## src/nprm_pkg.sv

```systemverilog
// ----------------------------------------------------------------------------
// nprm_pkg: shared types and constants for the nearest palette index unit
// Field widths, item kind codes, register indexes and controller commands.
// ----------------------------------------------------------------------------
package nprm_pkg;

	// Payload widths fixed by the item format
	localparam int IDX_W    = 8;   // entry_index and best_index
	localparam int WORD_W   = 12;  // hardware palette word
	localparam int BYTE_W   = 8;   // pixel byte
	localparam int COUNT_W  = 9;   // color_count register
	localparam int CFG_IDX_W = 2;  // configuration register index
	localparam int CFG_DATA_W = 9; // widest configuration register

	// Distance arithmetic
	localparam int SQ_W     = 22;  // radicand width
	localparam int SQ_STEPS = 11;  // one root bit per stage
	localparam int DIST_W   = 11;  // root width

	// Item kinds
	localparam logic KIND_WRITE = 1'b0;
	localparam logic KIND_PIXEL = 1'b1;

	// Configuration register indexes
	localparam logic [CFG_IDX_W-1:0] CFG_COLOR_COUNT    = 2'd0;
	localparam logic [CFG_IDX_W-1:0] CFG_PALETTE_FORMAT = 2'd1;
	localparam logic [CFG_IDX_W-1:0] CFG_ALPHA_FIRST    = 2'd2;

	// Palette formats
	localparam logic FMT_SHIFT5  = 1'b0;
	localparam logic FMT_ROTATE4 = 1'b1;

	// Controller to datapath
	typedef struct packed {
		logic             start;     // latch pixel, clear best
		logic             wr_en;     // palette write
		logic             issue;     // read one entry into the pipeline
		logic [IDX_W-1:0] issue_idx;
		logic             load_out;  // copy best into the output register
	} nprm_cmd_t;

	// Datapath to controller
	typedef struct packed {
		logic busy;                  // entries still in flight
	} nprm_stat_t;

endpackage

```

## src/nprm_in_if.sv

```systemverilog
// ----------------------------------------------------------------------------
// nprm_in_if: input item channel
// Valid/ready handshake carrying a palette write or a pixel.
// ----------------------------------------------------------------------------
interface nprm_in_if;
	logic                           valid;
	logic                           ready;
	logic                           kind;
	logic [nprm_pkg::IDX_W-1:0]     entry_index;
	logic [nprm_pkg::WORD_W-1:0]    palette_word;
	logic [nprm_pkg::BYTE_W-1:0]    pixel_byte0;
	logic [nprm_pkg::BYTE_W-1:0]    pixel_byte1;
	logic [nprm_pkg::BYTE_W-1:0]    pixel_byte2;
	logic [nprm_pkg::BYTE_W-1:0]    pixel_byte3;

	modport source (
		output valid, kind, entry_index, palette_word,
		output pixel_byte0, pixel_byte1, pixel_byte2, pixel_byte3,
		input  ready
	);
	modport sink (
		input  valid, kind, entry_index, palette_word,
		input  pixel_byte0, pixel_byte1, pixel_byte2, pixel_byte3,
		output ready
	);
endinterface

```

## src/nprm_out_if.sv

```systemverilog
// ----------------------------------------------------------------------------
// nprm_out_if: result item channel
// Valid/ready handshake carrying the nearest palette index.
// ----------------------------------------------------------------------------
interface nprm_out_if;
	logic                       valid;
	logic                       ready;
	logic [nprm_pkg::IDX_W-1:0] best_index;

	modport source (output valid, best_index, input ready);
	modport sink   (input valid, best_index, output ready);
endinterface

```

## src/nprm_ram.sv

```systemverilog
// ----------------------------------------------------------------------------
// nprm_ram: generic simple dual-port RAM
// One write port, one read port with registered read data.
// ----------------------------------------------------------------------------
module nprm_ram #(
	parameter int WIDTH = 12,
	parameter int DEPTH = 256
) (
	input  logic                     clk,
	input  logic                     we,
	input  logic [$clog2(DEPTH)-1:0] waddr,
	input  logic [WIDTH-1:0]         wdata,
	input  logic                     re,
	input  logic [$clog2(DEPTH)-1:0] raddr,
	output logic [WIDTH-1:0]         rdata
);

	logic [WIDTH-1:0] mem_q [DEPTH];
	logic [WIDTH-1:0] rdata_q;

	always_ff @(posedge clk) begin
		if (we) begin
			mem_q[waddr] <= wdata;
		end
		if (re) begin
			rdata_q <= mem_q[raddr];
		end
	end

	assign rdata = rdata_q;

endmodule

```

## src/nprm_ctrl.sv

```systemverilog
// ----------------------------------------------------------------------------
// nprm_ctrl: search sequencer
// Accepts items, walks the palette entries and hands the result to the output.
// ----------------------------------------------------------------------------
module nprm_ctrl #(
	parameter int PALETTE_ENTRIES = 256
) (
	input  logic                             clk,
	input  logic                             arst_n,
	input  logic                             in_valid,
	output logic                             in_ready,
	input  logic                             in_kind,
	input  logic [nprm_pkg::IDX_W-1:0]       in_entry_index,
	input  logic [nprm_pkg::COUNT_W-1:0]     color_count,
	output logic                             out_valid,
	input  logic                             out_ready,
	output nprm_pkg::nprm_cmd_t              cmd,
	input  nprm_pkg::nprm_stat_t             stat
);

	localparam int CW = $clog2(PALETTE_ENTRIES + 1);
	localparam int IW = nprm_pkg::IDX_W;
	localparam int NW = nprm_pkg::COUNT_W;

	typedef enum logic [1:0] {ST_IDLE, ST_RUN, ST_DRAIN, ST_DONE} state_t;

	state_t          state_q;
	logic [CW-1:0]   idx_q;
	logic [CW-1:0]   n_q;
	logic            out_valid_q;
	logic [CW-1:0]   n_sat;
	logic            accept;

	// Clamp the entry count to the store depth
	always_comb begin
		if (color_count > NW'(PALETTE_ENTRIES)) begin
			n_sat = CW'(PALETTE_ENTRIES);
		end else begin
			n_sat = CW'(color_count);
		end
	end

	assign in_ready = (state_q == ST_IDLE);
	assign accept   = in_valid && in_ready;

	always_comb begin
		cmd           = '0;
		cmd.start     = accept && (in_kind == nprm_pkg::KIND_PIXEL);
		cmd.wr_en     = accept && (in_kind == nprm_pkg::KIND_WRITE) &&
		                ({1'b0, in_entry_index} < (IW + 1)'(PALETTE_ENTRIES));
		cmd.issue     = (state_q == ST_RUN);
		cmd.issue_idx = IW'(idx_q);
		cmd.load_out  = (state_q == ST_DONE) && (!out_valid_q || out_ready);
	end

	always_ff @(posedge clk or negedge arst_n) begin
		if (!arst_n) begin
			state_q     <= ST_IDLE;
			idx_q       <= '0;
			n_q         <= '0;
			out_valid_q <= 1'b0;
		end else begin
			case (state_q)
				ST_IDLE: begin
					if (cmd.start) begin
						n_q   <= n_sat;
						idx_q <= '0;
						state_q <= (n_sat == '0) ? ST_DRAIN : ST_RUN;
					end
				end
				ST_RUN: begin
					idx_q <= idx_q + CW'(1);
					if (idx_q == n_q - CW'(1)) begin
						state_q <= ST_DRAIN;
					end
				end
				ST_DRAIN: begin
					if (!stat.busy) begin
						state_q <= ST_DONE;
					end
				end
				ST_DONE: begin
					if (cmd.load_out) begin
						state_q <= ST_IDLE;
					end
				end
				default: begin
					state_q <= ST_IDLE;
				end
			endcase

			if (cmd.load_out) begin
				out_valid_q <= 1'b1;
			end else if (out_ready) begin
				out_valid_q <= 1'b0;
			end
		end
	end

	assign out_valid = out_valid_q;

endmodule

```

## src/nprm_dp.sv

```systemverilog
// ----------------------------------------------------------------------------
// nprm_dp: distance datapath
// Palette RAM, redmean distance pipeline, square root stages, running minimum.
// ----------------------------------------------------------------------------
module nprm_dp #(
	parameter int PALETTE_ENTRIES = 256
) (
	input  logic                          clk,
	input  logic                          arst_n,
	input  nprm_pkg::nprm_cmd_t           cmd,
	output nprm_pkg::nprm_stat_t          stat,
	input  logic                          palette_format,
	input  logic                          alpha_first,
	input  logic [nprm_pkg::IDX_W-1:0]    entry_index,
	input  logic [nprm_pkg::WORD_W-1:0]   palette_word,
	input  logic [nprm_pkg::BYTE_W-1:0]   pixel_byte0,
	input  logic [nprm_pkg::BYTE_W-1:0]   pixel_byte1,
	input  logic [nprm_pkg::BYTE_W-1:0]   pixel_byte2,
	input  logic [nprm_pkg::BYTE_W-1:0]   pixel_byte3,
	output logic [nprm_pkg::IDX_W-1:0]    best_index
);

	localparam int AW    = $clog2(PALETTE_ENTRIES);
	localparam int IW    = nprm_pkg::IDX_W;
	localparam int BW    = nprm_pkg::BYTE_W;
	localparam int WW    = nprm_pkg::WORD_W;
	localparam int SQW   = nprm_pkg::SQ_W;
	localparam int STEPS = nprm_pkg::SQ_STEPS;
	localparam int DW    = nprm_pkg::DIST_W;

	// Pixel held for the whole search
	logic [BW-1:0] pr_q, pg_q, pb_q;

	// Read stage
	logic [WW-1:0] rdata;
	logic          v_s1;
	logic [AW-1:0] idx_s1;

	// Differences
	logic                v_s2;
	logic [AW-1:0]       idx_s2;
	logic signed [9:0]   dr_s2, dg_s2, db_s2;
	logic [8:0]          t_s2;

	// Squares
	logic                v_s3;
	logic [AW-1:0]       idx_s3;
	logic [17:0]         dr2_s3, dg2_s3, db2_s3;
	logic [8:0]          t_s3;

	// Weighted sum and correction product
	logic                v_s4;
	logic [AW-1:0]       idx_s4;
	logic [20:0]         base_s4;
	logic signed [28:0]  prod_s4;

	// Square root stages, element 0 holds the radicand
	logic [SQW-1:0] sq_rem_sk  [STEPS+1];
	logic [SQW-1:0] sq_root_sk [STEPS+1];
	logic [AW-1:0]  sq_idx_sk  [STEPS+1];
	logic           sq_vld_sk  [STEPS+1];

	// Running minimum and output register
	logic          have_q;
	logic [DW-1:0] best_d_q;
	logic [AW-1:0] best_idx_q;
	logic [AW-1:0] out_idx_q;

	// ---------------- palette store ----------------
	nprm_ram #(
		.WIDTH (WW),
		.DEPTH (PALETTE_ENTRIES)
	) u_ram (
		.clk   (clk),
		.we    (cmd.wr_en),
		.waddr (entry_index[AW-1:0]),
		.wdata (palette_word),
		.re    (cmd.issue),
		.raddr (cmd.issue_idx[AW-1:0]),
		.rdata (rdata)
	);

	always_ff @(posedge clk) begin
		if (cmd.start) begin
			if (alpha_first) begin
				pr_q <= pixel_byte1;
				pg_q <= pixel_byte2;
				pb_q <= pixel_byte3;
			end else begin
				pr_q <= pixel_byte0;
				pg_q <= pixel_byte1;
				pb_q <= pixel_byte2;
			end
		end
	end

	// ---------------- decode and differences ----------------
	logic [8:0]        er, eg, eb;
	logic [9:0]        rsum;
	logic signed [19:0] dr_sq, dg_sq, db_sq;
	logic signed [18:0] diff_rb;
	logic signed [28:0] prod;
	logic [20:0]        base;
	logic signed [20:0] adj;
	logic signed [22:0] sum;

	always_comb begin
		if (palette_format == nprm_pkg::FMT_SHIFT5) begin
			er = {rdata[11:8], 5'b0};
			eg = {rdata[7:4], 5'b0};
			eb = {rdata[3:0], 5'b0};
		end else begin
			er = {1'b0, rdata[10:8], rdata[11], 4'b0};
			eg = {1'b0, rdata[6:4], rdata[7], 4'b0};
			eb = {1'b0, rdata[2:0], rdata[3], 4'b0};
		end
		rsum = {2'b0, pr_q} + {1'b0, er};
	end

	always_ff @(posedge clk) begin
		idx_s2 <= idx_s1;
		dr_s2  <= $signed({2'b0, pr_q}) - $signed({1'b0, er});
		dg_s2  <= $signed({2'b0, pg_q}) - $signed({1'b0, eg});
		db_s2  <= $signed({2'b0, pb_q}) - $signed({1'b0, eb});
		t_s2   <= rsum[9:1];
	end

	// ---------------- squares ----------------
	assign dr_sq = dr_s2 * dr_s2;
	assign dg_sq = dg_s2 * dg_s2;
	assign db_sq = db_s2 * db_s2;

	always_ff @(posedge clk) begin
		idx_s3 <= idx_s2;
		dr2_s3 <= dr_sq[17:0];
		dg2_s3 <= dg_sq[17:0];
		db2_s3 <= db_sq[17:0];
		t_s3   <= t_s2;
	end

	// ---------------- weighted sum and red-mean product ----------------
	assign diff_rb = $signed({1'b0, dr2_s3}) - $signed({1'b0, db2_s3});
	assign prod    = $signed({1'b0, t_s3}) * diff_rb;
	assign base    = {2'b0, dr2_s3, 1'b0} + {1'b0, dg2_s3, 2'b0} +
	                 {2'b0, db2_s3, 1'b0} + {3'b0, db2_s3};

	always_ff @(posedge clk) begin
		idx_s4  <= idx_s3;
		base_s4 <= base;
		prod_s4 <= prod;
	end

	// Arithmetic shift floors toward minus infinity
	assign adj = 21'(prod_s4 >>> 8);
	assign sum = $signed({2'b0, base_s4}) + 23'(adj);

	always_ff @(posedge clk) begin
		sq_idx_sk[0]  <= idx_s4;
		sq_root_sk[0] <= '0;
		if (sum[22]) begin
			sq_rem_sk[0] <= '0;
		end else begin
			sq_rem_sk[0] <= sum[SQW-1:0];
		end
	end

	// ---------------- square root, one bit per stage ----------------
	for (genvar k = 1; k <= STEPS; k++) begin : g_sq
		localparam logic [SQW-1:0] BIT = SQW'(1) << (2 * (STEPS - k));
		logic [SQW-1:0] trial;

		assign trial = sq_root_sk[k-1] + BIT;

		always_ff @(posedge clk) begin
			sq_idx_sk[k] <= sq_idx_sk[k-1];
			if (sq_rem_sk[k-1] >= trial) begin
				sq_rem_sk[k]  <= sq_rem_sk[k-1] - trial;
				sq_root_sk[k] <= (sq_root_sk[k-1] >> 1) + BIT;
			end else begin
				sq_rem_sk[k]  <= sq_rem_sk[k-1];
				sq_root_sk[k] <= sq_root_sk[k-1] >> 1;
			end
		end

		always_ff @(posedge clk or negedge arst_n) begin
			if (!arst_n) begin
				sq_vld_sk[k] <= 1'b0;
			end else begin
				sq_vld_sk[k] <= sq_vld_sk[k-1];
			end
		end
	end

	// ---------------- pipeline valid bits ----------------
	always_ff @(posedge clk) begin
		idx_s1 <= cmd.issue_idx[AW-1:0];
	end

	always_ff @(posedge clk or negedge arst_n) begin
		if (!arst_n) begin
			v_s1         <= 1'b0;
			v_s2         <= 1'b0;
			v_s3         <= 1'b0;
			v_s4         <= 1'b0;
			sq_vld_sk[0] <= 1'b0;
		end else begin
			v_s1         <= cmd.issue;
			v_s2         <= v_s1;
			v_s3         <= v_s2;
			v_s4         <= v_s3;
			sq_vld_sk[0] <= v_s4;
		end
	end

	always_comb begin
		stat.busy = v_s1 || v_s2 || v_s3 || v_s4;
		for (int k = 0; k <= STEPS; k++) begin
			stat.busy = stat.busy || sq_vld_sk[k];
		end
	end

	// ---------------- running minimum, first minimum wins ----------------
	logic [DW-1:0] cand_d;
	assign cand_d = sq_root_sk[STEPS][DW-1:0];

	always_ff @(posedge clk or negedge arst_n) begin
		if (!arst_n) begin
			have_q <= 1'b0;
		end else if (cmd.start) begin
			have_q <= 1'b0;
		end else if (sq_vld_sk[STEPS]) begin
			have_q <= 1'b1;
		end
	end

	always_ff @(posedge clk) begin
		if (cmd.start) begin
			best_idx_q <= '0;
		end else if (sq_vld_sk[STEPS] && (!have_q || cand_d < best_d_q)) begin
			best_d_q   <= cand_d;
			best_idx_q <= sq_idx_sk[STEPS];
		end
		if (cmd.load_out) begin
			out_idx_q <= best_idx_q;
		end
	end

	assign best_index = IW'(out_idx_q);

endmodule

```

## src/nearest_palette_index_redmean_unit.sv

```systemverilog
// ----------------------------------------------------------------------------
// nearest_palette_index_redmean_unit: nearest palette entry by redmean distance
// Top level: configuration registers, sequencer and distance datapath.
// ----------------------------------------------------------------------------
// Usage:
//   in_ch carries two kinds of item. A palette write (kind 0) stores
//   palette_word at entry_index and yields no result; writes at
//   or above PALETTE_ENTRIES are dropped. A pixel (kind 1) yields one item on
//   out_ch: the index of the nearest of the first color_count entries, lowest
//   index on a tie, or 0 when color_count is zero.
//   Each pixel walks the palette one entry per cycle through the RAM read
//   port and a 16-stage pipeline (difference, squares, weighted sum, radicand,
//   eleven square root stages, compare), then leaves the drain state once
//   the pipeline is empty and loads the output register, which raises
//   out_ch.valid. The walk covers color_count entries clamped to the store
//   depth. in_ch.ready is high only while no pixel is in flight.
//   The result sits in an output register: the next pixel is searched while
//   the previous result waits; that pixel's result, and with it in_ch, are
//   held back until the register frees.
//   The user writes configuration (cfg_we, cfg_idx, cfg_wdata) only while
//   idle; the block does not enforce it. Reset clears the control state and
//   loads color_count 16, palette_format 1 and alpha_first 0; palette
//   contents stay undefined until written.
// ----------------------------------------------------------------------------
module nearest_palette_index_redmean_unit #(
	parameter int PALETTE_ENTRIES = 256
) (
	input  logic                                clk,
	input  logic                                arst_n,
	nprm_in_if.sink                             in_ch,
	nprm_out_if.source                          out_ch,
	input  logic                                cfg_we,
	input  logic [nprm_pkg::CFG_IDX_W-1:0]      cfg_idx,
	input  logic [nprm_pkg::CFG_DATA_W-1:0]     cfg_wdata
);

	nprm_pkg::nprm_cmd_t  cmd;
	nprm_pkg::nprm_stat_t stat;

	// Configuration registers
	logic [nprm_pkg::COUNT_W-1:0] color_count_q;
	logic                         palette_format_q;
	logic                         alpha_first_q;

	always_ff @(posedge clk or negedge arst_n) begin
		if (!arst_n) begin
			color_count_q    <= nprm_pkg::COUNT_W'(16);
			palette_format_q <= nprm_pkg::FMT_ROTATE4;
			alpha_first_q    <= 1'b0;
		end else if (cfg_we) begin
			case (cfg_idx)
				nprm_pkg::CFG_COLOR_COUNT:    color_count_q    <= cfg_wdata;
				nprm_pkg::CFG_PALETTE_FORMAT: palette_format_q <= cfg_wdata[0];
				nprm_pkg::CFG_ALPHA_FIRST:    alpha_first_q    <= cfg_wdata[0];
				default: begin
					// drop writes to unused indexes
				end
			endcase
		end
	end

	// Sequencer: item acceptance, entry walk, output handoff
	nprm_ctrl #(
		.PALETTE_ENTRIES (PALETTE_ENTRIES)
	) u_ctrl (
		.clk            (clk),
		.arst_n         (arst_n),
		.in_valid       (in_ch.valid),
		.in_ready       (in_ch.ready),
		.in_kind        (in_ch.kind),
		.in_entry_index (in_ch.entry_index),
		.color_count    (color_count_q),
		.out_valid      (out_ch.valid),
		.out_ready      (out_ch.ready),
		.cmd            (cmd),
		.stat           (stat)
	);

	// Datapath: palette RAM, distance pipeline, minimum tracking
	nprm_dp #(
		.PALETTE_ENTRIES (PALETTE_ENTRIES)
	) u_dp (
		.clk            (clk),
		.arst_n         (arst_n),
		.cmd            (cmd),
		.stat           (stat),
		.palette_format (palette_format_q),
		.alpha_first    (alpha_first_q),
		.entry_index    (in_ch.entry_index),
		.palette_word   (in_ch.palette_word),
		.pixel_byte0    (in_ch.pixel_byte0),
		.pixel_byte1    (in_ch.pixel_byte1),
		.pixel_byte2    (in_ch.pixel_byte2),
		.pixel_byte3    (in_ch.pixel_byte3),
		.best_index     (out_ch.best_index)
	);

endmodule

```

## src/flat_wrapper.sv

```systemverilog
// flat-port wrapper written by rule: the top's interface ports become plain ports
module nearest_palette_index_redmean_unit_flat 
#(
	parameter int PALETTE_ENTRIES = 256
)
  (clk, arst_n, cfg_we, cfg_idx, cfg_wdata, in_ch_valid, in_ch_kind, in_ch_entry_index, in_ch_palette_word, in_ch_pixel_byte0, in_ch_pixel_byte1, in_ch_pixel_byte2, in_ch_pixel_byte3, in_ch_ready, out_ch_valid, out_ch_best_index, out_ch_ready);
  nprm_in_if in_ch_i ();
  nprm_out_if out_ch_i ();
  input  logic clk;
  input  logic arst_n;
  input  logic cfg_we;
  input  logic [nprm_pkg::CFG_IDX_W-1:0] cfg_idx;
  input  logic [nprm_pkg::CFG_DATA_W-1:0] cfg_wdata;
  input wire logic [$bits(in_ch_i.valid)-1:0] in_ch_valid;
  input wire logic [$bits(in_ch_i.kind)-1:0] in_ch_kind;
  input wire logic [$bits(in_ch_i.entry_index)-1:0] in_ch_entry_index;
  input wire logic [$bits(in_ch_i.palette_word)-1:0] in_ch_palette_word;
  input wire logic [$bits(in_ch_i.pixel_byte0)-1:0] in_ch_pixel_byte0;
  input wire logic [$bits(in_ch_i.pixel_byte1)-1:0] in_ch_pixel_byte1;
  input wire logic [$bits(in_ch_i.pixel_byte2)-1:0] in_ch_pixel_byte2;
  input wire logic [$bits(in_ch_i.pixel_byte3)-1:0] in_ch_pixel_byte3;
  output wire logic [$bits(in_ch_i.ready)-1:0] in_ch_ready;
  output wire logic [$bits(out_ch_i.valid)-1:0] out_ch_valid;
  output wire logic [$bits(out_ch_i.best_index)-1:0] out_ch_best_index;
  input wire logic [$bits(out_ch_i.ready)-1:0] out_ch_ready;
  assign in_ch_i.valid = in_ch_valid;
  assign in_ch_i.kind = in_ch_kind;
  assign in_ch_i.entry_index = in_ch_entry_index;
  assign in_ch_i.palette_word = in_ch_palette_word;
  assign in_ch_i.pixel_byte0 = in_ch_pixel_byte0;
  assign in_ch_i.pixel_byte1 = in_ch_pixel_byte1;
  assign in_ch_i.pixel_byte2 = in_ch_pixel_byte2;
  assign in_ch_i.pixel_byte3 = in_ch_pixel_byte3;
  assign in_ch_ready = in_ch_i.ready;
  assign out_ch_valid = out_ch_i.valid;
  assign out_ch_best_index = out_ch_i.best_index;
  assign out_ch_i.ready = out_ch_ready;
  nearest_palette_index_redmean_unit #(.PALETTE_ENTRIES(PALETTE_ENTRIES)) u_core (.clk(clk), .arst_n(arst_n), .in_ch(in_ch_i), .out_ch(out_ch_i), .cfg_we(cfg_we), .cfg_idx(cfg_idx), .cfg_wdata(cfg_wdata));
endmodule
```

## config.mk

```make
export PLATFORM = sky130hd
export DESIGN_NAME = nearest_palette_index_redmean_unit_flat
export DESIGN_NICKNAME = d
export VERILOG_FILES = /design/src/nprm_pkg.sv /design/src/nprm_in_if.sv /design/src/nprm_out_if.sv /design/src/nprm_ram.sv /design/src/nprm_ctrl.sv /design/src/nprm_dp.sv /design/src/nearest_palette_index_redmean_unit.sv /design/src/flat_wrapper.sv
export SDC_FILE = /design/constraint.sdc
export NUM_CORES = 2
export LEC_CHECK = 0
export BUFFER_PORTS_ARGS = -buffer_cell sky130_fd_sc_hd__buf_4
export CELL_PAD_IN_SITES_DETAIL_PLACEMENT = 2
export CELL_PAD_IN_SITES_GLOBAL_PLACEMENT = 2
export CORE_UTILIZATION = 35
export DETAILED_ROUTE_END_ITERATION = 10
export GPL_ROUTABILITY_DRIVEN = 0
export PLACE_DENSITY = 0.57
export SLEW_MARGIN = 30
export SYNTH_ARGS = -nofsm -noshare
export SYNTH_HDL_FRONTEND = slang
export SYNTH_SLANG_ARGS = --single-unit
```

## constraint.sdc

```tcl
create_clock -name clk -period 8.4 [get_ports clk]
set_input_delay 0.42 -clock clk [delete_from_list [all_inputs] [get_ports clk]]
set_output_delay 0.42 -clock clk [all_outputs]
set_load 0.05 [all_outputs]
```

After elaboration in Yosys (flattened, before gate mapping)
Memory sizes are Yosys's and may differ from the RTL's. A register that Yosys moved wholly into a read port is not among the register bits.
Index checks and enable logic that the tools add are counted.

cells by class
  muxes and demuxes = 80
  reductions and logical operators = 37
  equal/unequal tests = 10
  magnitude comparators = 13
  multiply operators = 4
  add/sub/neg operators = 44
  bitwise gates (word level) = 25

operators by type and width
  operator                  count
  $mux W22                  23
  $ge A22 B22 Y1            11
  $sub A22 B22 Y22          11
  $mul A10 B10 Y18          3
  $mux W9                   5
  $mux W1                   42
  $sub A8 B9 Y10            3
  $mul A10 B19 Y29          1
  $mux W8                   3
  $add A22 B21 Y23          1
  $or A1 B1 Y1              23
  $add A21 B1 Y22 const B   1
  $add A21 B11 Y22 const B  1
  $add A21 B13 Y22 const B  1
  $add A21 B15 Y22 const B  1
  $add A21 B17 Y22 const B  1
  $add A21 B19 Y22 const B  1
  $add A21 B21 Y22 const B  1
  $add A21 B3 Y22 const B   1
  $add A21 B5 Y22 const B   1
  $add A21 B7 Y22 const B   1
  $add A21 B9 Y22 const B   1
  $add A22 B1 Y22 const B   1
  $add A22 B11 Y22 const B  1
  other kinds (35)          74

word-level totals
  output and inout bits = 10
  bits in registers = 276
  logic and storage cells = 260
  memories kept = 4
  input port bits = 69
  bits in writable memories = 3,696

memory list
  memory                   depth  bits a word  read ports  clocked after memory_dff  wr ports  line            text
  u_core.u_dp.u_ram.mem_q  256    12           1           1                         1         nprm_ram.sv:18  logic [WIDTH-1:0] mem_q [DEPTH];
  u_core.u_dp.sq_rem_sk    12     22           11          0                         12        nprm_dp.sv:58   logic [SQW-1:0] sq_rem_sk [STEPS+1];
  u_core.u_dp.sq_root_sk   12     22           12          0                         12        nprm_dp.sv:59   logic [SQW-1:0] sq_root_sk [STEPS+1];
  u_core.u_dp.sq_idx_sk    12     8            12          1                         12        nprm_dp.sv:60   logic [AW-1:0] sq_idx_sk [STEPS+1];

Depth between registers and ports, before layout
  depth in word-level cells = 17
  gate-level depth with buffers = 31
  depth with buffers taken out = 31

Modules after synthesis
From an unflattened synthesis, not the netlist that was laid out.

unflattened totals
  cells, all modules = 9,294
  area, all modules = 158,200.5 um^2

by module, submodules not included
  module                              sequential area each (um^2)  times used  cells an instance  area each (um^2)
  nprm_ram                            92,608.8                     1           5,506              118,752.6
  nprm_dp                             13,347.8                     1           3,601              37,552.3
  nprm_ctrl                           525.5                        1           161                1,421.4
  nearest_palette_index_redmean_unit  277.8                        1           26                 474.2

Least setup slack after synthesis
OpenSTA, ideal clock, no wires.

  path kind = register to register
  from = reg u_core.u_dp.dr2_s3[0]
  to = reg u_core.u_dp.prod_s4[28]
  cell stages (with the launch flop) = 31
  path buffers = 0
  setup time = 121 ps
  arrival time = 7,087 ps
  clock period less this slack = 7,208 ps
  data required time = 8,279 ps
  slack = 1,192 ps
  cells stage by stage = dfxtp_1 inv_1 ha_1 fa_1 nor2b_1 o21a_1 o21a_1 o21ai_0 a21boi_0 o41ai_1 o21ai_0 xnor2_1 nand2_1 fa_1 inv_1 fa_1 fa_1 fa_1 inv_1 fa_1 inv_1 ha_1 nand3_1 o21ba_2 a21oi_1 o31ai_1 a31oi_1 nor4_1 nor4b_1 a21oi_1 xnor2_1

between the ends
  word-level cells in the longest chain between the ends = 2

ends and longest elaborated chain
  element                   line            text
  from (decl)               nprm_dp.sv:48   logic [17:0] dr2_s3, dg2_s3, db2_s3;
  from (signal assigned)    nprm_dp.sv:135  dr2_s3 <= dr_sq[17:0];
  $sub A18 B18 Y19          nprm_dp.sv:142  assign diff_rb = $signed({1'b0, dr2_s3}) - $signed({1'b0, db2_s3});
  $mul A10 B19 Y29          nprm_dp.sv:143  assign prod = $signed({1'b0, t_s3}) * diff_rb;
  via u_core.u_dp.prod[28]  nprm_dp.sv:102  logic signed [28:0] prod;
  to (signal assigned)      nprm_dp.sv:150  prod_s4 <= prod;
  to (decl)                 nprm_dp.sv:55   logic signed [28:0] prod_s4;

The timed path passes the listed nets, and every way through them passes these cells.
A chain may end at the register's enable or synchronous reset.

Worst setup path after layout
  from = reg u_core.u_dp.db2_s3[3]
  to = reg u_core.u_dp.prod_s4[21]

between the ends
  word-level cells in the longest chain between the ends = 2

ends and longest elaborated chain
  element                   line            text
  from (decl)               nprm_dp.sv:48
  from (signal assigned)    nprm_dp.sv:137  db2_s3 <= db_sq[17:0];
  $sub A18 B18 Y19          nprm_dp.sv:142
  $mul A10 B19 Y29          nprm_dp.sv:143
  via u_core.u_dp.prod[21]  nprm_dp.sv:102

The timed path passes the listed nets, and every way through them passes these cells.

==> metrics.txt <==
Hold Crit Class=primary input to asynchronous set/reset pin; count leader, synth=edfxtp_1; Synth warnings=0; status=completed; RSZ-0062 raised after global routing=yes; Setup CP Type=register to register; slowest cell on the critical path=nor2_1; Fin Setup TNS=0 ns; max_cap viols=0; Routed WL=449 mm; first-pass GRT wire length=652 mm; Cell Area, Synth=0.158 sq mm; htree depth=5; Yosys top cell by area=edfxtp_1; flops & latches, synth=3,757; reg2reg end=u_core.u_dp.prod_s4[21]; Wirelength per Cell=29.2 um; critical path depth=29; die height=673 um; slowest stage delay, CP=0.67 ns; IO Port Bufs=78; CP bufs+invs=6; Final Cycle Share=93.8%; fin nets=9,915; worst reg2reg path depth=29; clock sink total=3,757; syn_nets=9,389; Finish-stage setup viols=0; share of the synthesized area in the top cell type=59.6%; Most common cell on crit path=inv_1; Slew Limit Headroom=23.5%; drt pass-1 iters=5; root buffer cell=clkbuf_16; vias in the first global route=89,000; CTS tree=yes; Avg Inst Size Synth=18.4 sq um; DPL Wire Length=290 mm; Max FO, Critical Path=9; Synth area leaders=edfxtp_1 60%, mux4_2 14%, dfxtp_1 7.4%, fa_1 5.0%, ha_1 2.9%; DRT antenna net count=0; total congestion overflow=0; Hold Fails Final Rpt=0; P&R area growth vs syn=15.0%; DRC=0; Crit. Startpoint=u_core.u_dp.db2_s3[3]; number of cells produced by synthesis=8,566; Post-synth EDFFs=3,127; Post-synth top cells=3,127 x edfxtp_1, 998 x mux4_2, 623 x inv_1; max-slew violations=0; initial core utilization=35.1%; antenna violations before repair=19; CP startpoint kind=register; crit path capture=u_core.u_dp.prod_s4[21]; largest net degree at the start of global routing=169; Crit. End Element=register; ys async rst share=1.30%; R2R setup slack=0.52 ns; max frequency=127 MHz; Clock Pin Slew Worst Setup and Hold Paths=0.07 ns; Crit path max-delay family=adder cells; layout cells sized above 1=22.5%; DR vias=79,900; I/O Pins=79; # rows=246; die area=0.453 sq mm; Final Skew=0.116 ns; R2R Path Start=u_core.u_dp.db2_s3[3]; Worst Tran Pin Value=1.15 ns; clock tree buffer depth=4; gr usage total=19.8%; sequential cell area fraction in the yosys report=67.7%; total core area=0.448 sq mm; ys flop type=edfxtp_1; Die X=673 um; post-route minimum period=7.88 ns; TritonCTS buffer count=411; Clk Latency, worst-skew pair=0.99 ns; post-detailed-route via-to-cell ratio=5.19; Critical Path AT=8.75 ns; Starting DRT DRC Count=5,427; Req. time, crit path=9.26 ns; Cell variety after synth=75
-- per-stage QoR --
stage	setup WS, ns	std cells	hold slack (ns)	util [%]	area [sq um]
floorplan	1.19	8566	0.124	-	158000
global placement	0.274	14600	0.310	37.2	167000
detailed placement	-0.0282	14600	0.313	37.3	167000
CTS	0.00417	15400	0.00351	40.4	181000
global route	-0.0195	15400	0.0581	40.4	181000
finish	0.517	15400	0.0709	40.4	181000
-- final cells by class --
type / instances / area [sq um]
clock inverter: 214 / 2060
timing repair buffer: 455 / 4070
antenna: 11 / 27.5
fill: 42300 / 267000
multi-input combinational: 3842 / 47400
clock buffer: 543 / 11100
inverter: 625 / 2360
tap: 5952 / 7450
sequential: 3757 / 107000
-- how the worst min path moves through the flow --
stage,from,endpoint,slack [ns],cells past startpoint
global route,cfg_idx[0],u_core.color_count_q[6],0.06,4
detailed placement,u_core.u_dp.sq_idx_sk[10][7],u_core.u_dp.sq_idx_sk[11][7],0.31,0
finish,arst_n,u_core.u_dp.have_q,0.07,2
floorplan,arst_n,u_core.alpha_first_q,0.12,0
global placement,u_core.u_dp.idx_s1[0],u_core.u_dp.idx_s2[0],0.31,0
CTS,arst_n,u_core.u_dp.have_q,0.004,2
-- per-layer routing --
metal | up-vias | track usage, % | part of all wire (%) | wire length, um
met3 | 554 | 1.86 | 3.6 | 16200
met1 | 43700 | 26.5 | 43 | 192000
met2 | 1601 | 34.8 | 51 | 230000
met4 | 4 | 4.65 | 2.4 | 10900
met5 | - | 0 | 0.0071 | 32
li1 | 34000 | - | - | -
-- flip-flops by register name (all words and copies together) (netlist names), 10 cells and up --
name,count
u_core.u_dp.db_s2,10
u_core.u_dp.sq_rem_sk,242
u_core.u_dp.dr2_s3,17
u_core.u_dp.dg2_s3,17
u_core.u_dp.u_ram.rdata,12
u_core.u_dp.sq_idx_sk,96
u_core.u_dp.prod_s4,21
u_core.u_dp.sq_root_sk,66
u_core.u_dp.dg_s2,10
u_core.u_dp.u_ram.mem_q,3072
u_core.u_dp.db2_s3,17
u_core.u_dp.base_s4,21
u_core.u_dp.best_d_q,11
u_core.u_dp.sq_vld_sk,12
-- layout by cell type, fill, tap and decap left out, types with 72 or more instances in the layout --
master / netlist / routed
ha_1: 361 / 361
clkbuf_16: 0 / 420
dlygate4sd3_1: 0 / 72
inv_1: 623 / 622
a21oi_1: 153 / 152
nor2_1: 441 / 377
fa_1: 393 / 393
o21ai_0: 115 / 114
clkbuf_1: 213 / 108
nand2_1: 295 / 280
clkinv_1: 2 / 83
edfxtp_1: 3127 / 3127
xor2_1: 83 / 83
mux4_2: 998 / 998
xnor2_1: 159 / 155
and2_1: 156 / 156
dfxtp_1: 581 / 579
buf_4: 10 / 341
-- worst reg2reg max path, delay by kind of cell, from the launching register on --
kind,cells,cell delay (ns)
buffers and inverters,6,0.31
AOI/OAI and AO/OA,8,2.09
and+or+nand+nor,7,1.76
xor gates and xnor gates,1,0.15
adders and majority gates,7,3.17
DFF,1,0.39
-- timing repair --
item                                   in CTS  in global routing
setup endpoints to repair                   1                  3
endpoints found under the hold margin     437                 89
resized for setup                           1                  4
setup buffers                               0                  0
hold buffers                               70                  2
-- cells by family (layout without fill, tap and decap cells) --
logic type	count (synthesis)	count (layout)	synth area share (%)
buffers and inverters	967	1837	2.42
other	1	12	0.00238
xor gates and xnor gates	242	242	1.35
AOI/OAI and AO/OA	506	506	2.04
DFF	3757	3757	67.7
adders and majority gates	754	754	7.86
muxes	1066	1066	14.7
and+or+nand+nor	1273	1273	3.86
Power is left out: the tool's default activity adds up to more than one toggle a clock period on the data nets, which glitch-free logic cannot reach.
